$ cat src/rtl/lcc_pkg.sv
`timescale 1ns / 1ps
// Shared types, constants and functions of the Luhn card number classifier.
// No dependencies; every module of the block imports this package.
package lcc_pkg;

    localparam int NUM_W      = 63;
    localparam int BIN_W      = 64;
    localparam int DIGITS     = 19;
    localparam int BCD_W      = 4 * DIGITS;
    localparam int CHUNK      = 8;
    localparam int STAGES     = BIN_W / CHUNK;
    localparam int CNT_W      = 5;
    localparam int PSUM_W     = 6;
    localparam int SUM_W      = 8;
    localparam int IN_DATA_W  = 64;
    localparam int OUT_DATA_W = 8;

    localparam logic [1:0] CLASS_INVALID = 2'd0;
    localparam logic [1:0] CLASS_34_37   = 2'd1;
    localparam logic [1:0] CLASS_51_55   = 2'd2;
    localparam logic [1:0] CLASS_4X      = 2'd3;

    typedef logic [BCD_W-1:0] bcd_t;

    typedef struct packed {
        logic [PSUM_W-1:0] sum_a;
        logic [PSUM_W-1:0] sum_b;
        logic [PSUM_W-1:0] sum_c;
        logic [CNT_W-1:0]  digit_count;
        logic [3:0]        lead_hi;
        logic [3:0]        lead_lo;
    } luhn_t;

    // One double-dabble step: adjust each digit, then shift in the next bit.
    function automatic bcd_t dabble_bit(input bcd_t bcd, input logic b);
        bcd_t adj;
        logic [3:0] d;
        adj = bcd;
        for (int i = 0; i < DIGITS; i++) begin
            d = bcd[4*i +: 4];
            if (d >= 4'd5) begin
                adj[4*i +: 4] = d + 4'd3;
            end
        end
        return {adj[BCD_W-2:0], b};
    endfunction

    // Luhn weight of one digit; odd positions are doubled and digit-summed.
    function automatic logic [3:0] luhn_weight(input logic [3:0] d, input logic odd);
        logic [4:0] t;
        t = {d, 1'b0};
        if (!odd) begin
            return d;
        end else if (t > 5'd9) begin
            return 4'(t - 5'd9);
        end else begin
            return t[3:0];
        end
    endfunction

endpackage

$ cat src/rtl/lcc_dabble_stage.sv
`timescale 1ns / 1ps
// One pipeline stage of the binary to decimal conversion: eight dabble steps.
// Depends on lcc_pkg.
module lcc_dabble_stage (
    input  logic                      aclk,
    input  logic                      aresetn,
    input  logic                      advance,
    input  logic                      in_valid,
    input  lcc_pkg::bcd_t             in_bcd,
    input  logic [lcc_pkg::BIN_W-1:0] in_bin,
    output logic                      out_valid,
    output lcc_pkg::bcd_t             out_bcd,
    output logic [lcc_pkg::BIN_W-1:0] out_bin
);
    import lcc_pkg::*;

    logic              valid_reg;
    bcd_t              bcd_reg;
    bcd_t              bcd_next;
    logic [BIN_W-1:0]  bin_reg;
    logic [BIN_W-1:0]  bin_next;

    always_comb begin
        bcd_next = in_bcd;
        for (int i = 0; i < CHUNK; i++) begin
            bcd_next = dabble_bit(bcd_next, in_bin[BIN_W-1-i]);
        end
        bin_next = {in_bin[BIN_W-CHUNK-1:0], {CHUNK{1'b0}}};
    end

    always_ff @(posedge aclk) begin
        if (!aresetn) begin
            valid_reg <= 1'b0;
        end else if (advance) begin
            valid_reg <= in_valid;
        end
    end

    always_ff @(posedge aclk) begin
        if (advance) begin
            bcd_reg <= bcd_next;
            bin_reg <= bin_next;
        end
    end

    assign out_valid = valid_reg;
    assign out_bcd   = bcd_reg;
    assign out_bin   = bin_reg;

endmodule

$ cat config.mk
export PLATFORM = sky130hd
export DESIGN_NAME = lcc_dabble_stage
export DESIGN_NICKNAME = d
export VERILOG_FILES = /design/src/rtl/lcc_pkg.sv /design/src/rtl/lcc_dabble_stage.sv
export SDC_FILE = /design/constraint.sdc
export NUM_CORES = 1
export LEC_CHECK = 0
export BUFFER_PORTS_ARGS = -buffer_cell sky130_fd_sc_hd__buf_4
export CORE_MARGIN = 3
export CORE_UTILIZATION = 46
export CTS_CLUSTER_DIAMETER = 200
export CTS_CLUSTER_SIZE = 20
export DETAILED_ROUTE_END_ITERATION = 16
export GPL_TIMING_DRIVEN = 0
export HOLD_SLACK_MARGIN = 0.05
export PLACE_DENSITY = 0.75
export SLEW_MARGIN = 20
export SYNTH_ARGS = -nofsm -noshare
export SYNTH_HDL_FRONTEND = slang
export SYNTH_SLANG_ARGS = --single-unit
$ cat constraint.sdc
create_clock -name aclk -period 9.1 [get_ports aclk]
set_input_delay 0.91 -clock aclk [delete_from_list [all_inputs] [get_ports aclk]]
set_output_delay 0.91 -clock aclk [all_outputs]
set_load 0.02 [all_outputs]
# After elaboration in Yosys (flattened, before gate mapping)
# Cells that the tools add are included.
[word_totals]
elab_cells = 459
output_inout_bits = 141
ff_bits = 133
inputBits = 144
[classes]
mux = 152
add_sub_neg = 152
magnitude_cmp = 152
[ops]
columns = ["operator", "count"]
rows = [
  ["$ge 4x3->1 const B", 152],
  ["$add 4x2->4 const B", 144],
  ["$mux 4", 144],
  ["$add 3x2->3 const B", 8],
  ["$mux 3", 8],
]

# Longest topological paths before layout
[logic_depth]
word_depth = 16
mapped_depth = 37
mapped_depth_nobuf = 37

# Worst setup path before layout
# Ideal clock, no wire load.
[synth_timing]
path_type = "input port to flip-flop"
from = "input port in_bcd[25]"
to = "register bcd_reg[34], in the netlist out_bcd[34] (data pin)"
path_stages = 34
required_time_ns = 8.844
arrival_ns = 6.999
setup_time_ns = 0.256
path_slack_ns = 1.845
cell_sequence = "inv_1 ha_1 nor2b_1 or3_1 clkbuf_1 nand2_1 ha_1 o21bai_1 a21oi_1 o221ai_2 nand3_1 nand2_2 inv_1 ha_1 maj3_2 a221oi_4 a21oi_1 a21oi_2 inv_1 ha_1 o2bb2ai_1 a211o_1 a211oi_1 nor3_4 clkbuf_1 and2_1 o31ai_1 ha_1 inv_1 maj3_1 o221ai_1 mux2_2 nor2_1 a22o_1"
[synth_via]
elab_chain_len = 16
elab_cells_between_ends = 54
[synth_rtl]
columns = ["element", "line_no", "rtl"]
rows = [
  ["start: declaration", "lcc_dabble_stage.sv:9", "input lcc_pkg::bcd_t in_bcd,"],
  ["$add 4x2->4 / $ge 4x3->1 (equally long branches)", "lcc_pkg.sv:42, lcc_pkg.sv:41", ""],
  ["$mux 4 *", "lcc_pkg.sv:41", "if (d >= 4'd5) begin"],
  ["$add 4x2->4 / $ge 4x3->1 (equally long branches)", "lcc_pkg.sv:42, lcc_pkg.sv:41", ""],
  ["$mux 4", "lcc_pkg.sv:41", ""],
  ["$add 4x2->4 / $ge 4x3->1 (equally long branches)", "lcc_pkg.sv:42, lcc_pkg.sv:41", ""],
  ["$mux 4", "lcc_pkg.sv:41", ""],
  ["$add 4x2->4 / $ge 4x3->1 (equally long branches)", "lcc_pkg.sv:42, lcc_pkg.sv:41", ""],
  ["$mux 4", "lcc_pkg.sv:41", ""],
  ["$add 4x2->4 / $ge 4x3->1 (equally long branches)", "lcc_pkg.sv:42, lcc_pkg.sv:41", ""],
  ["$mux 4", "lcc_pkg.sv:41", ""],
  ["$add 4x2->4 / $ge 4x3->1 (equally long branches)", "lcc_pkg.sv:42, lcc_pkg.sv:41", ""],
  ["$mux 4", "lcc_pkg.sv:41", ""],
  ["$add 4x2->4 / $ge 4x3->1 (equally long branches)", "lcc_pkg.sv:42, lcc_pkg.sv:41", ""],
  ["$mux 4", "lcc_pkg.sv:41", ""],
  ["$add 4x2->4 / $ge 4x3->1 (equally long branches)", "lcc_pkg.sv:42, lcc_pkg.sv:41", ""],
  ["$mux 4 *", "lcc_pkg.sv:41", ""],
  ["via bcd_next[34]", "lcc_dabble_stage.sv:19", "bcd_t bcd_next;"],
  ["end signal: assignment", "lcc_dabble_stage.sv:41", "bcd_reg <= bcd_next;"],
  ["end: declaration", "lcc_dabble_stage.sv:18", "bcd_t bcd_reg;"],
]
# The timed path passes the listed nets; every way through them passes the cells marked *.
# A chain may end at the register's enable or synchronous reset.

# Worst setup path after layout
[layout_timing]
from = "input port in_bcd[25]"
to = "register bcd_reg[28], in the netlist out_bcd[28] (data pin)"
[layout_via]
elab_chain_len = 16
elab_cells_between_ends = 24
[layout_rtl]
columns = ["element", "line_no"]
rows = [
  ["$add 4x2->4 / $ge 4x3->1 (equally long branches)", "lcc_pkg.sv:42, lcc_pkg.sv:41"],
  ["$mux 4 *", "lcc_pkg.sv:41"],
  ["$add 4x2->4 / $ge 4x3->1 (equally long branches)", "lcc_pkg.sv:42, lcc_pkg.sv:41"],
  ["$mux 4 *", "lcc_pkg.sv:41"],
  ["$ge 4x3->1 / $add 4x2->4 (equally long branches)", "lcc_pkg.sv:41, lcc_pkg.sv:42"],
  ["$mux 4 *", "lcc_pkg.sv:41"],
  ["$add 4x2->4 / $ge 4x3->1 (equally long branches)", "lcc_pkg.sv:42, lcc_pkg.sv:41"],
  ["$mux 4 *", "lcc_pkg.sv:41"],
  ["$add 4x2->4 / $ge 4x3->1 (equally long branches)", "lcc_pkg.sv:42, lcc_pkg.sv:41"],
  ["$mux 4 *", "lcc_pkg.sv:41"],
  ["$ge 4x3->1 / $add 4x2->4 (equally long branches)", "lcc_pkg.sv:41, lcc_pkg.sv:42"],
  ["$mux 4 *", "lcc_pkg.sv:41"],
  ["$add 4x2->4 / $ge 4x3->1 (equally long branches)", "lcc_pkg.sv:42, lcc_pkg.sv:41"],
  ["$mux 4 *", "lcc_pkg.sv:41"],
  ["$add 4x2->4 / $ge 4x3->1 (equally long branches)", "lcc_pkg.sv:42, lcc_pkg.sv:41"],
  ["$mux 4 *", "lcc_pkg.sv:41"],
  ["via bcd_next[28]", "lcc_dabble_stage.sv:19"],
]
# Marks and branches as above.

==> flow_metrics.tcl <==
set metrics [dict create \
    maxSlewHeadroom 0.397 \
    postSynthAreaPerCell_um2 7.58 \
    worst_slack_after_detailed_placement_ps 850 \
    clkSlewWorstSetupHoldPaths_ps 70 \
    synthesis.area_mm2 0.0240 \
    drtIter0Drc 2001 \
    clockRootBuffer "sky130_fd_sc_hd__clkbuf_16" \
    most_common_cell_after_layout_fill_and_taps_aside "sky130_fd_sc_hd__buf_4" \
    regToRegSetupSlack_ps 8500 \
    rsz_0062_raised_after_global_routing "false" \
    first_pass_grt_wire_length_mm 100 \
    final_layout_size_suffix_gt1_frac 0.174 \
    setup-violations-final 0 \
    gp_congestion 0.922 \
    fin_skew_ps 0 \
    max_cap_viol_count 0 \
    max_slew.worst_pin.slew_ps 899 \
    cts_buffers 17 \
    synth.yosys.seq_area_share 0.166 \
    hold-path-endpoint "out_valid$_SDFFE_PN0P_" \
    detail-route-antenna-nets 0 \
    antenna_violations_before_repair 5 \
    critical_path.n_buffers_inverters 5 \
    die_width_um 234 \
    worst-endpoint-arrival_ps 8130 \
    timing_hold_violations_final 0 \
    drc 0 \
    placed_cells 4121 \
    dr.pass1.iters 7 \
    tritoncts "done" \
    dp.final_hpwl_mm 48.1 \
    clock_tree.buffer_depth 2 \
    gr-total-overflow 0 \
    layout.cells.most_common_list "sky130_fd_sc_hd__buf_4 (284), sky130_fd_sc_hd__nand2_1 (282), sky130_fd_sc_hd__nor2_1 (257)" \
    hold_path_class "reg -> reg" \
    die_h_um 234 \
    setup.worst_path.end_class "flip-flop" \
    io_pins 285 \
    grt_pass1_vias 21523 \
    critPathSlowestCell "sky130_fd_sc_hd__o2bb2ai_1" \
    grt.total_usage 0.214 \
    multi_input_comb_area_mm2 0.0189 \
    met3_wirelength_mm 4.11 \
    dominantRegCellSynth "sky130_fd_sc_hd__edfxtp_1" \
    cpPeakStageDelay_ps 530 \
    critical_path.max_fanout 10 \
    vias 25102 \
    synthArstFlopShare 0 \
    reg2regPathDepth 2 \
    routed.top_layer "met5" \
    result_of_the_run "finished clean" \
    cts_max_level 4 \
    num_antenna_cells 0 \
    synth_enable_flop_cells 132 \
    cts_resized 0 \
    ys_ff_latch 133 \
    cts_post_setup_buffers_inserted 0 \
    rr_endpoint "out_valid$_SDFFE_PN0P_" \
    io_buffer_count 271 \
    fp-row-count 83 \
    stdcell_count 4152 \
    crit_path_category "in -> reg" \
    postRouteWirelength_mm 62.2 \
    avgViaCountPerCell 6.05 \
    num-nets-final 3718 \
    hold_path_depth 2 \
    area.sequential_mm2 0.00398 \
    yosys-top-cells-area "sky130_fd_sc_hd__edfxtp_1 (17%), sky130_fd_sc_hd__ha_1 (6.0%), sky130_fd_sc_hd__a21oi_1 (5.1%)" \
    period_share 0.868 \
    setup_tns_final_ps 0 \
    path_common_cell "sky130_fd_sc_hd__ha_1" \
    routedWlPerCell_um 15.0 \
    core-area_mm2 0.0514 \
    hold_path_startpoint "out_valid$_SDFFE_PN0P_" \
    max_clock_freq_ghz 0.127 \
    critPathTopFamily "compound AO/OA/AOI/OAI gates" \
    maxSlewViolCount 0 \
    setup.worst_path.start_class "input pin" \
    clock_insertion_delay_worst_skew_ps 460 \
    initial_utilization 0.466 \
    yosys.area.top_type_share 0.165 \
    dieArea_mm2 0.0549 \
    crit_required_ps 9330 \
    syn2layout_area_growth_pct 14.8 \
    finalWorstPathRequiredPeriod_ps 7900 \
    crit-reg2reg-launch "out_valid$_SDFFE_PN0P_" \
    postLayoutSetupSlackWorst_ps 1200 \
    post_cts_hold_buffer_count 0 \
    grt_start_max_net_pins 88 \
    route.met2.wl_mm 28.2 \
    cts_sink_count 133 \
    yosysWarnings 0 \
    netlist_instances 3162 \
    synthDominantAreaCellType "sky130_fd_sc_hd__edfxtp_1" \
    met1_length_mm 29.0 \
    fillerInstances 4956 \
    yosys.cell_types.count 142 \
]
metrics by stage:
| step | hold WS (ps) | area (µm²) | utilization |
|---|---|---|---|
| 2_1_floorplan | 589 | 24000 | - |
| 3_3_place_gp | 502 | 26900 | 0.523 |
| 3_5_place_dp | 515 | 26900 | 0.524 |
| 4_1_cts | 529 | 27500 | 0.535 |
| 5_1_grt | 567 | 27500 | 0.535 |
| 6_report | 523 | 27500 | 0.535 |
cell usage after synthesis, drive strengths merged, types with 42 or more instances:
cell type	count
o21a	44
clkbuf	53
o21ai	251
buf	55
o211ai	68
a31oi	63
xnor2	89
a211oi	68
mux2	59
nand2b	59
mux2i	80
nor2	265
a21o	42
a21oi	264
and2	52
nand3	109
o22ai	43
ha	114
edfxtp	132
inv	164
nand2	284
nor3	112
flip-flops by register name (all words and copies together) (netlist names):
signal and cells:
out_bcd 76, out_bin 56, out_valid 1
metal layers:
metal | vias up | GRT usage
li1 | 12845 | -
met1 | 11545 | 0.290
met2 | 651 | 0.350
met3 | 57 | 0.0406
met4 | 4 | 0.0522
met5 | - | 0
worst max-delay path by stage:
| stage | start | end | slack (ps) | cells after the start |
|---|---|---|---|---|
| after CTS | in_bcd[41] | out_bcd[49]$_DFFE_PP_ | 1370 | 32 |
| after detailed placement | in_bcd[25] | out_bcd[28]$_DFFE_PP_ | 850 | 31 |
| after floorplan | in_bcd[25] | out_bcd[34]$_DFFE_PP_ | 1850 | 34 |
| final | in_bcd[25] | out_bcd[28]$_DFFE_PP_ | 1200 | 31 |
| after global routing | in_bcd[41] | out_bcd[49]$_DFFE_PP_ | 530 | 32 |
| after global placement | in_bcd[41] | out_bcd[49]$_DFFE_PP_ | 940 | 32 |
kinds of logic after synthesis:
| group | count (synthesis) | share of synthesized area |
|---|---|---|
| simple gates | 1118 | 0.232 |
| flops | 133 | 0.166 |
| buf+inv | 274 | 0.0478 |
| mux | 139 | 0.0631 |
| xor+xnor | 115 | 0.0484 |
| compound gates | 1253 | 0.376 |
| fa+ha+maj | 129 | 0.0658 |
| other cells | 1 | 0.000156 |
area by class of cell:
type                            instances  share of cell area
Multi-Input combinational cell       2762               0.685
Tap cell                              680              0.0309
Timing Repair Buffer                  272              0.0752
Inverter                              166              0.0227
Clock inverter                         13             0.00655
Buffer                                108              0.0189
Sequential cell                       133               0.145
Clock buffer                           18              0.0156
worst min-delay path, cell delays in order, from the launching register on:
cell                      delay, ps
sky130_fd_sc_hd__dfxtp_1        320
sky130_fd_sc_hd__mux2i_1         70
sky130_fd_sc_hd__nor2b_1         90
Power is left out: the tool's default activity adds up to more than one toggle a clock period on the data nets, which glitch-free logic cannot reach.
