`src/rtl/lcc_pkg.sv`:
```
`timescale 1ns / 1ps
// Shared types, constants and functions of the Luhn card number classifier.
// No dependencies; every module of the block imports this package.
package lcc_pkg;

    localparam int NUM_W      = 63;
    localparam int BIN_W      = 64;
    localparam int DIGITS     = 19;
    localparam int BCD_W      = 4 * DIGITS;
    localparam int CHUNK      = 8;
    localparam int STAGES     = BIN_W / CHUNK;
    localparam int CNT_W      = 5;
    localparam int PSUM_W     = 6;
    localparam int SUM_W      = 8;
    localparam int IN_DATA_W  = 64;
    localparam int OUT_DATA_W = 8;

    localparam logic [1:0] CLASS_INVALID = 2'd0;
    localparam logic [1:0] CLASS_34_37   = 2'd1;
    localparam logic [1:0] CLASS_51_55   = 2'd2;
    localparam logic [1:0] CLASS_4X      = 2'd3;

    typedef logic [BCD_W-1:0] bcd_t;

    typedef struct packed {
        logic [PSUM_W-1:0] sum_a;
        logic [PSUM_W-1:0] sum_b;
        logic [PSUM_W-1:0] sum_c;
        logic [CNT_W-1:0]  digit_count;
        logic [3:0]        lead_hi;
        logic [3:0]        lead_lo;
    } luhn_t;

    // One double-dabble step: adjust each digit, then shift in the next bit.
    function automatic bcd_t dabble_bit(input bcd_t bcd, input logic b);
        bcd_t adj;
        logic [3:0] d;
        adj = bcd;
        for (int i = 0; i < DIGITS; i++) begin
            d = bcd[4*i +: 4];
            if (d >= 4'd5) begin
                adj[4*i +: 4] = d + 4'd3;
            end
        end
        return {adj[BCD_W-2:0], b};
    endfunction

    // Luhn weight of one digit; odd positions are doubled and digit-summed.
    function automatic logic [3:0] luhn_weight(input logic [3:0] d, input logic odd);
        logic [4:0] t;
        t = {d, 1'b0};
        if (!odd) begin
            return d;
        end else if (t > 5'd9) begin
            return 4'(t - 5'd9);
        end else begin
            return t[3:0];
        end
    endfunction

endpackage

```
`src/rtl/lcc_luhn_stage.sv`:
```
`timescale 1ns / 1ps
// Luhn stage: digit weights, partial sums, digit count and leading digits.
// Depends on lcc_pkg.
module lcc_luhn_stage (
    input  logic           aclk,
    input  logic           aresetn,
    input  logic           advance,
    input  logic           in_valid,
    input  lcc_pkg::bcd_t  in_bcd,
    output logic           out_valid,
    output lcc_pkg::luhn_t out_luhn
);
    import lcc_pkg::*;

    logic        valid_reg;
    luhn_t       luhn_reg;
    luhn_t       luhn_next;
    logic [3:0]  w [DIGITS];
    logic [CNT_W-1:0] cnt;

    always_comb begin
        for (int i = 0; i < DIGITS; i++) begin
            w[i] = luhn_weight(in_bcd[4*i +: 4], i[0]);
        end
        luhn_next.sum_a = '0;
        luhn_next.sum_b = '0;
        luhn_next.sum_c = '0;
        for (int i = 0; i < 7; i++) begin
            luhn_next.sum_a = luhn_next.sum_a + PSUM_W'(w[i]);
        end
        for (int i = 7; i < 13; i++) begin
            luhn_next.sum_b = luhn_next.sum_b + PSUM_W'(w[i]);
        end
        for (int i = 13; i < DIGITS; i++) begin
            luhn_next.sum_c = luhn_next.sum_c + PSUM_W'(w[i]);
        end
        cnt = '0;
        for (int i = 0; i < DIGITS; i++) begin
            if (in_bcd[4*i +: 4] != 4'd0) begin
                cnt = CNT_W'(i + 1);
            end
        end
        luhn_next.digit_count = cnt;
        case (cnt)
            5'd16: begin
                luhn_next.lead_hi = in_bcd[4*15 +: 4];
                luhn_next.lead_lo = in_bcd[4*14 +: 4];
            end
            5'd15: begin
                luhn_next.lead_hi = in_bcd[4*14 +: 4];
                luhn_next.lead_lo = in_bcd[4*13 +: 4];
            end
            5'd13: begin
                luhn_next.lead_hi = in_bcd[4*12 +: 4];
                luhn_next.lead_lo = in_bcd[4*11 +: 4];
            end
            default: begin
                luhn_next.lead_hi = 4'd0;
                luhn_next.lead_lo = 4'd0;
            end
        endcase
    end

    always_ff @(posedge aclk) begin
        if (!aresetn) begin
            valid_reg <= 1'b0;
        end else if (advance) begin
            valid_reg <= in_valid;
        end
    end

    always_ff @(posedge aclk) begin
        if (advance) begin
            luhn_reg <= luhn_next;
        end
    end

    assign out_valid = valid_reg;
    assign out_luhn  = luhn_reg;

endmodule

```
`config.mk`:
```
export PLATFORM = sky130hd
export DESIGN_NAME = lcc_luhn_stage
export DESIGN_NICKNAME = d
export VERILOG_FILES = /design/src/rtl/lcc_pkg.sv /design/src/rtl/lcc_luhn_stage.sv
export SDC_FILE = /design/constraint.sdc
export NUM_CORES = 1
export LEC_CHECK = 0
export BUFFER_PORTS_ARGS = -buffer_cell sky130_fd_sc_hd__clkbuf_2
export CAP_MARGIN = 0
export CORE_MARGIN = 4
export CORE_UTILIZATION = 35
export DETAILED_ROUTE_END_ITERATION = 8
export GPL_ROUTABILITY_DRIVEN = 0
export GPL_TIMING_DRIVEN = 1
export SETUP_SLACK_MARGIN = 0.2
export SYNTH_ARGS = -nofsm -noshare
export SYNTH_HDL_FRONTEND = slang
export SYNTH_SLANG_ARGS = --single-unit
```
`constraint.sdc`:
```
create_clock -name aclk -period 5.83 [get_ports aclk]
set_clock_uncertainty 0.2 [all_clocks]
set_input_delay 1.166 -clock aclk [delete_from_list [all_inputs] [get_ports aclk]]
set_output_delay 1.166 -clock aclk [all_outputs]
set_load 0.05 [all_outputs]
```
# == After elaboration in Yosys (flattened, before gate mapping) ==
# Index checks and enable logic that the tools add are counted.
# word_totals
latch_bits,0
regBits,32
inputBits,80
output_inout_bits,32
ramBits,0
mem_bits_ro,0
mem_count,0
# classes
n_addsub,25
n_bitwise,0
mul,0
n_eq_ne,3
magnitude_cmp,9
n_mux,29
n_div,0
shift,0
n_reduce_logical,19
# op_table
cell,n
$mux W5,18
$reduce_bool A4 Y1,19
$add A6 B4 Y6,10
$gt A5 B4 Y1 const B,9
$mux W4,9
$sub A4 B4 Y4 const B,9
$pmux W8 S3,1
$add A5 B4 Y6,3
$add A4 B4 Y5,3
$eq A5 B4 Y1 const B,2
$eq A5 B5 Y1 const B,1
$mux W1,1

# == Depth between registers and ports, before layout ==
# Gate-level depths: netlist (run 1).
# logic_depth
word_depth,22
ltp_mapped,15
ltp_nobuf,15

# == Worst setup path after synthesis (run 1) ==
# Ideal clock, no wire load.
# synth_path
kind,input port to flip-flop
start,input port in_bcd[20]
end,"register luhn_reg, in the netlist out_luhn[30], data pin"
t_arrival_ns,4.844
setup_ns,0.259
n_path_buf,0
cell_stages,15
path_slack_ns,0.526
required_ns,5.371
cell_sequence,inv_1 > ha_1 > inv_1 > a21oi_1 > nor2_1 > a21oi_1 > fa_1 > fa_1 > inv_1 > fa_1 > fa_1 > fa_1 > a21o_1 > a21oi_1 > xnor2_1
# synth_lines
element,line_no,text
"start, declared",lcc_luhn_stage.sv:9,"input lcc_pkg::bcd_t in_bcd,"
"end signal, assigned",lcc_luhn_stage.sv:74,luhn_reg <= luhn_next;
"end, declared",lcc_luhn_stage.sv:16,luhn_t luhn_reg;

==> run_results.csv, run 1 <==
group,metric,value,unit
final_layout,nets,653,
synth,synthSimpleGateAreaFrac,0.124,
final_layout,multi_input_area,2520,µm²
global_routing,grt_remaining_overflow,0,
synth,postSynthAreaPerCell,10.3,µm²
drt,routed_wl,9140,µm
global_routing,grt_max_degree,33,
final_layout,diodes,0,
synth,ys_async_sr_fraction,0,
sta,setup_viol,0,
setup_path,cp-end-kind,"flip-flop",
setup_path,crit_path_max_incr_delay,0.55,ns
synth,yosysSeqAreaShare,0.248,
sta,holdWs,0.336,ns
global_routing,antenna_found_initial,0,
setup_path,crit_fanout,4,
clocking,cts.sinks,32,
sta,slew_viol_final,0,
sta,tns,0,ns
synth,synth-edff-count,31,
clocking,root_buffer,"clkbuf_8",
pwr,power_density,346,nW/µm²
clocking,post_cts_resized,0,
sta,hold_violations,0,
clocking,path_clk_slew,0.07,ns
synth,synth_top_area_cell,"fa_1",
synth,mappedNetlistArea,3830,µm²
clocking,clk_latency,0.28,ns
synth,synth_xor_xnor_area_share,0.0389,
floorplan,core,10500,µm²
setup_path,worstPathArrival,5.19,ns
final_layout,stdcell_area,4660,µm²
setup_path,cp_common_cell,"fa_1",
drt,postRouteAntennaNets,0,
run,maxCapViolations,0,
clocking,cts_tree,"yes",
final_layout,drive_above_1_share,0.282,
synth,synth_seq_cells,32,
drt,dr.first_iter.drc_count,99,
final_layout,final_cell_mix,"clkbuf_2, inv_1, fa_1, ha_1, a21oi_1",
clocking,hold_buffers,0,
setup_path,worstPathCellList,"clkbuf_2, inv_1, ha_1, inv_1, a21oi_1, nor2_1, a21oi_1, fa_1, fa_1, inv_1, fa_1, fa_1, fa_1, a21o_1, a21oi_1, xnor2_1",
pwr,peakVddDrop,0.318,mV
final_layout,mostFrequentLayoutCell,"clkbuf_2",
setup_path,crit_type,"input pin to flip-flop",
placement,hpwlAfterDp,8140,µm
synth,ys_types,44,
sta,post-route-min-period,5.36,ns
clocking,cts_setup_buffers,0,
synth,synth_top_family_by_area,"adder cells",
floorplan,ioPinCount,112,
floorplan,rows,37,
pwr,power.leakage,2.24,nW
sta,slew_headroom,0.425,
synth,synthDominantCellAreaShare,0.261,
floorplan,die_height,113,µm
floorplan,die_area,12700,µm²
synth,synth_warnings,0,
drt,num_vias,3011,
drt,vias_per_cell,4.81,
floorplan,start_util,0.365,
synth,synthTopCellsByArea,"fa_1, edfxtp_1, ha_1",
final_layout,seq_area,951,µm²
sta,rsz0062_at_grt,"no",
global_routing,grt_usage,0.150,
setup_path,start_kind,"input pin",
setup_path,required,5.66,ns
synth,ys.flop_type,"edfxtp_1",
final_layout,fillers,1008,
synth,synth_compound_gate_area_share,0.104,
floorplan,fp.dieW,113,µm
clocking,clockBufferDepth,2,
setup_path,critPathSlowestCell,"fa_1",
hold_path,hp-class,"flip-flop to flip-flop",
sta,min_period_over_period,0.919,
placement,place_area,4550,µm²
placement,io_buffers,111,
global_routing,grt_pass1_wl,15400,µm
status,status,"finished clean",
synth,synth_fa_ha_area_frac,0.372,
synth,muxShareOfSynthArea,0.0189,
drt,drc,0,
sta,fmax,187,MHz
synth,synth_nets,536,
final_layout,areaGrowthSynthToFinish,21.5,%
pwr,finalPower,1.61,mW
synth,syn_inst,372,
sta,tightest_slew,0.863,ns
clocking,cts-buffers-inserted,5,
drt,wl_per_cell,14.6,µm
drt,dr.pass1.iters,4,
clocking,cts_max_level,2,
global_routing,grt_pass1_vias,3311,
-- power breakdown --
group / switching [mW] / leakage, nW / total (mW) / internal (mW)
Clock: 0.0860 / 0.0541 / 0.212 / 0.126
Combinational: 0.623 / 1.88 / 1.00 / 0.376
Sequential: 0.0158 / 0.309 / 0.397 / 0.382
Total: 0.725 / 2.24 / 1.61 / 0.884
-- worst max-delay path: cells and delay by family --
| kind | cells | cell delay, ns |
|---|---|---|
| AOI/OAI and AO/OA | 4 | 0.87 |
| xor gates and xnor gates | 1 | 0.09 |
| adders and majority gates | 6 | 2.69 |
| buffers and inverters | 4 | 0.30 |
| and+or+nand+nor | 1 | 0.07 |
-- Yosys cell counts (all sizes together), types with 2 or more instances --
library cell   n
or4            8
a21oi         33
edfxtp        31
a22oi          2
o41ai          2
a21o           6
nand4          2
nand2         21
ha            34
nor3b         12
nor3           2
fa            50
or2            3
mux2i          5
nor2          12
nand3          3
or3b           3
inv           92
o21ai          9
mux2           2
o31ai          2
and2           2
nor2b          3
nor4           5
xnor2         14
a2111oi        2
o311a          2
xor2           3
-- sequential cells by signal (all words and copies together) (netlist names) --
signal,flops
out_valid,1
out_luhn,31
-- per-stage QoR --
| step | setup WS (ns) | cells | utilization |
|---|---|---|---|
| final | 0.471 | 626 | 0.443 |
| after global routing | 0.276 | 626 | 0.443 |
| after global placement | 0.332 | 618 | 0.433 |
| after floorplan | 0.526 | 372 | - |
| after CTS | 0.455 | 626 | 0.443 |
| after detailed placement | 0.158 | 618 | 0.433 |
-- path summary, 6_finish.rpt --
| check | to | slack (ns) | cells after the start | startpoint |
|---|---|---|---|---|
| worst max register to register | out_valid$_SDFFE_PN0P_ | 5.02 | 2 | out_valid$_SDFFE_PN0P_ |
| worst max-delay path | out_luhn[30]$_DFFE_PP_ | 0.47 | 16 | in_bcd[20] |
| worst min register to register | out_valid$_SDFFE_PN0P_ | 0.34 | 2 | out_valid$_SDFFE_PN0P_ |
| worst min-delay path | out_valid$_SDFFE_PN0P_ | 0.34 | 2 | out_valid$_SDFFE_PN0P_ |
-- per-layer routing --
layer,global-route usage,up-vias,routed length (µm)
met5,0,-,0
met4,0.0425,0,208
met3,0.0318,21,457
met2,0.270,95,4730
met1,0.179,1438,3750
li1,-,1457,-
-- layout make-up --
cell class / count / share of cell area
multi-input combinational: 247 / 0.542
sequential: 32 / 0.204
timing repair buffer: 111 / 0.119
inverter: 92 / 0.0741
tap: 136 / 0.0365
clock buffer: 5 / 0.0148
clock inverter: 3 / 0.00913
-- cell families (layout without fill, tap and decap cells) --
| group | Yosys count | in the layout |
|---|---|---|
| adder cells (fa/ha/maj) | 84 | 84 |
| AND/OR/NAND/NOR | 79 | 79 |
| multiplexers | 7 | 7 |
| flip-flops | 32 | 32 |
| AO/OA/AOI/OAI | 60 | 60 |
| buffers and inverters | 93 | 211 |
| XOR/XNOR | 17 | 17 |
Note: power is estimated with default switching activity, not from simulation.
==> inputs of run 2 (changes only) <==
CELL_PAD_IN_SITES_DETAIL_PLACEMENT = 1   (was default)
CELL_PAD_IN_SITES_GLOBAL_PLACEMENT = 1   (was default)
PLACE_DENSITY_LB_ADDON = 0.1   (was default)
==> run_results.csv, run 2 (same netlist as run 1, synthesis figures left out) <==
group,metric,value,unit
global_routing,grt_remaining_overflow,0,
drt,routed_wl,10100,µm
setup_path,r2r-end,"out_valid$_SDFFE_PN0P_",
setup_path,r2r-start,"out_valid$_SDFFE_PN0P_",
clocking,clockBufferDepth,2,
final_layout,mostFrequentLayoutCell,"clkbuf_2",
clocking,root_buffer,"clkbuf_8",
floorplan,start_util,0.365,
clocking,cts-buffers-inserted,5,
setup_path,cp-end-kind,"flip-flop",
drt,num_vias,3016,
pwr,peakVddDrop,0.203,mV
final_layout,final_cells,626,
drt,wl_per_cell,16.2,µm
hold_path,hp-class,"flip-flop to flip-flop",
setup_path,crit_fanout,4,
setup_path,rr_worst_depth,2,
final_layout,diodes,0,
placement,hpwlAfterDp,9040,µm
final_layout,areaGrowthSynthToFinish,21.5,%
sta,holdWs,0.330,ns
floorplan,ioPinCount,112,
sta,tns,0,ns
clocking,post_cts_resized,0,
run,maxCapViolations,0,
clocking,cts.sinks,32,
clocking,path_clk_slew,0.08,ns
global_routing,grt_usage,0.167,
placement,dp.cells,618,
sta,min_period_over_period,0.928,
sta,slew_viol_final,0,
sta,slew_headroom,0.405,
drt,dr.pass1.iters,5,
clocking,cts_max_level,2,
hold_path,hold_depth,2,
floorplan,die_area,12700,µm²
sta,fmax,185,MHz
floorplan,core,10500,µm²
drt,vias_per_cell,4.82,
final_layout,drive_above_1_share,0.282,
setup_path,worstPathArrival,5.26,ns
global_routing,grt_max_degree,33,
status,status,"finished clean",
floorplan,die_height,113,µm
drt,dr.first_iter.drc_count,76,
sta,setup_viol,0,
sta,post-route-min-period,5.41,ns
pwr,power.leakage,2.24,nW
global_routing,grt_pass1_wl,16900,µm
drt,drc,0,
sta,rsz0062_at_grt,"no",
floorplan,rows,37,
global_routing,antenna_found_initial,0,
setup_path,rrSetupSlack,5.02,ns
placement,io_buffers,111,
drt,postRouteAntennaNets,0,
pwr,power_density,354,nW/µm²
clocking,cts_tree,"yes",
final_layout,largest_register_ffs,31,
clocking,hold_buffers,0,
final_layout,nets,653,
sta,tightest_slew,0.893,ns
setup_path,start_kind,"input pin",
sta,hold_violations,0,
final_layout,final_cell_mix,"clkbuf_2, inv_1, fa_1, ha_1, a21oi_1",
clocking,cts_setup_buffers,0,
floorplan,fp.dieW,113,µm
setup_path,crit_type,"input pin to flip-flop",
setup_path,required,5.68,ns
global_routing,grt_pass1_vias,3445,
hold_path,hold_path_end,"out_valid$_SDFFE_PN0P_",
clocking,clk_latency,0.29,ns
hold_path,worstHoldStart,"out_valid$_SDFFE_PN0P_",
## run 2: cell counts in the layout (fill, tap and decap cells not counted)
Identical to the previous run, type by type.
## run 2: critical path, stage by stage
cell,delay [ns]
clkbuf_2,0.08
inv_1,0.10
ha_1,0.22
inv_1,0.06
a21oi_1,0.33
nor2_1,0.09
a21oi_1,0.18
fa_1,0.49
fa_1,0.50
inv_1,0.06
fa_1,0.51
fa_1,0.56
fa_1,0.47
a21o_1,0.19
a21oi_1,0.17
xnor2_1,0.09
## run 2: power by group
group	switching (mW)	total, mW	leakage (nW)	internal (mW)
logic	0.643	1.03	1.88	0.384
clock network	0.0945	0.221	0.0541	0.127
registers	0.0178	0.400	0.309	0.382
total	0.756	1.65	2.24	0.893
## run 2: how the worst max path moves through the flow
stage | from | to
2_1_floorplan | in_bcd[20] | out_luhn[30]$_DFFE_PP_
3_3_place_gp | in_bcd[20] | out_luhn[30]$_DFFE_PP_
3_5_place_dp | in_bcd[20] | out_luhn[30]$_DFFE_PP_
4_1_cts | in_bcd[20] | out_luhn[30]$_DFFE_PP_
5_1_grt | in_bcd[12] | out_luhn[30]$_DFFE_PP_
6_report | in_bcd[20] | out_luhn[30]$_DFFE_PP_
## run 2: layout make-up
type,instances,area [µm²]
clock buffer,5,68.8
sequential,32,951
timing repair buffer,111,556
clock inverter,3,42.5
multi-input combinational,247,2520
fill,1239,5850
inverter,92,345
tap,136,170
## run 2: routing by layer
layer,global-route usage,routed length (µm),part of all wire,vias to the layer above
li1,-,-,-,1462
met4,0.0433,146,0.014,0
met1,0.224,4700,0.46,1464
met5,0,0,0,-
met2,0.274,4750,0.47,79
met3,0.0340,533,0.053,11
## run 2: per-stage QoR
step	total power [mW]	cell area [µm²]	util	setup WS [ns]
2_1_floorplan	1.19	3830	-	0.526
3_3_place_gp	1.41	4550	0.433	0.294
3_5_place_dp	1.46	4550	0.433	0.0656
4_1_cts	1.69	4660	0.443	0.393
5_1_grt	1.81	4660	0.443	0.211
6_report	1.65	4660	0.443	0.417
==> inputs of run 3 (changes only) <==
CORE_UTILIZATION = 30   (was 35)
==> run_results.csv, run 3 (same netlist as run 1, synthesis figures left out) <==
group,metric,value,unit
final_layout,drive_above_1_share,0.283,
sta,slew_headroom,0.377,
final_layout,final_util,0.379,
placement,hpwlAfterDp,9190,µm
final_layout,final_cell_mix,"clkbuf_2, inv_1, fa_1, ha_1, a21oi_1",
placement,io_buffers,111,
setup_path,required,5.65,ns
clocking,root_buffer,"clkbuf_16",
final_layout,areaGrowthSynthToFinish,24.4,%
placement,place_area,4600,µm²
clocking,cts.sinks,32,
placement,dp.cells,655,
setup_path,startpoint,"in_bcd[20]",
drt,vias_per_cell,4.55,
final_layout,mostFrequentLayoutCell,"clkbuf_2",
drt,dr.pass1.iters,4,
placement,pre_cts_ws,0.0937,ns
clocking,hold_buffers,0,
sta,fmax,186,MHz
status,status,"finished clean",
final_layout,nets,654,
floorplan,rows,41,
pwr,power.leakage,2.27,nW
pwr,peakVddDrop,0.178,mV
setup_path,rrSetupSlack,5.03,ns
clocking,clockBufferDepth,2,
clocking,path_clk_slew,0.06,ns
clocking,post_cts_resized,0,
global_routing,antenna_found_initial,0,
run,maxCapViolations,0,
sta,setup_viol,0,
sta,min_period_over_period,0.924,
hold_path,hp-class,"flip-flop to flip-flop",
clocking,cts-buffers-inserted,5,
final_layout,final_cells,663,
floorplan,die_height,121,µm
sta,post-route-min-period,5.39,ns
global_routing,grt_pass1_wl,17100,µm
setup_path,crit_type,"input pin to flip-flop",
floorplan,fp.dieW,121,µm
clocking,cts_setup_buffers,0,
setup_path,endpoint,"out_luhn[30]$_DFFE_PP_",
floorplan,ioPinCount,112,
drt,postRouteAntennaNets,0,
drt,wl_per_cell,15.6,µm
setup_path,start_kind,"input pin",
global_routing,grt_remaining_overflow,0,
clocking,cts_tree,"yes",
sta,slew_viol_final,0,
drt,dr.first_iter.drc_count,105,
final_layout,stdcell_area,4770,µm²
global_routing,grt_pass1_vias,3393,
pwr,power_density,361,nW/µm²
clocking,cts_max_level,2,
clocking,clk_latency,0.27,ns
drt,num_vias,3017,
drt,drc,0,
setup_path,r2r-end,"out_valid$_SDFFE_PN0P_",
sta,tightest_slew,0.928,ns
sta,finalWorstSetupSlack,0.445,ns
final_layout,diodes,0,
floorplan,die_area,14600,µm²
sta,tns,0,ns
global_routing,grt_usage,0.150,
floorplan,start_util,0.305,
final_layout,largest_register_ffs,31,
drt,routed_wl,10400,µm
setup_path,rr_worst_depth,2,
sta,rsz0062_at_grt,"no",
setup_path,r2r-start,"out_valid$_SDFFE_PN0P_",
floorplan,core,12600,µm²
setup_path,worstPathArrival,5.21,ns
setup_path,cp-end-kind,"flip-flop",
global_routing,grt_max_degree,33,
setup_path,crit_fanout,4,
sta,hold_violations,0,
==> run 3: metal layers <==
metal / track usage / share of wire
met2: 0.248 / 0.48
met1: 0.209 / 0.46
met4: 0.0234 / 0.0062
met5: 0 / 0
met3: 0.0289 / 0.048
==> run 3: worst max-delay path, stage by stage <==
cell and delay [ns]:
clkbuf_2 0.08, inv_1 0.10, ha_1 0.20, inv_1 0.05, a21oi_1 0.32, nor2_1 0.09, a21oi_1 0.19, fa_1 0.49
fa_1 0.50, inv_1 0.05, fa_1 0.50, fa_1 0.55, fa_1 0.48, a21o_1 0.19, a21oi_1 0.16, xnor2_1 0.09
==> run 3: worst min path at each step <==
| stage | startpoint | to | slack, ns | depth (start not counted) |
|---|---|---|---|---|
| 3_5_place_dp | out_valid$_SDFFE_PN0P_ | out_valid$_SDFFE_PN0P_ | 0.32 | 2 |
| 6_report | out_valid$_SDFFE_PN0P_ | out_valid$_SDFFE_PN0P_ | 0.33 | 2 |
| 5_1_grt | out_valid$_SDFFE_PN0P_ | out_valid$_SDFFE_PN0P_ | 0.36 | 2 |
| 4_1_cts | out_valid$_SDFFE_PN0P_ | out_valid$_SDFFE_PN0P_ | 0.33 | 2 |
| 2_1_floorplan | out_valid$_SDFFE_PN0P_ | out_valid$_SDFFE_PN0P_ | 0.54 | 2 |
| 3_3_place_gp | out_valid$_SDFFE_PN0P_ | out_valid$_SDFFE_PN0P_ | 0.29 | 2 |
==> run 3: through the flow <==
step / hold slack, ns / power [mW]
after floorplan: 0.543 / 1.19
after detailed placement: 0.321 / 1.45
after global placement: 0.295 / 1.42
after CTS: 0.334 / 1.76
after global routing: 0.363 / 1.92
final: 0.329 / 1.72
==> run 3: layout make-up <==
class	instances	area (µm²)
Clock buffer	5	125
Clock inverter	3	42.5
Timing Repair Buffer	112	563
Multi-Input combinational cell	247	2520
Inverter	92	345
Fill cell	1464	7800
Sequential cell	32	951
Tap cell	172	215
==> run 3: power by group <==
group / switching, mW / total, mW / internal [mW]
clock network: 0.102 / 0.303 / 0.201
logic: 0.637 / 1.02 / 0.381
registers: 0.0162 / 0.398 / 0.382
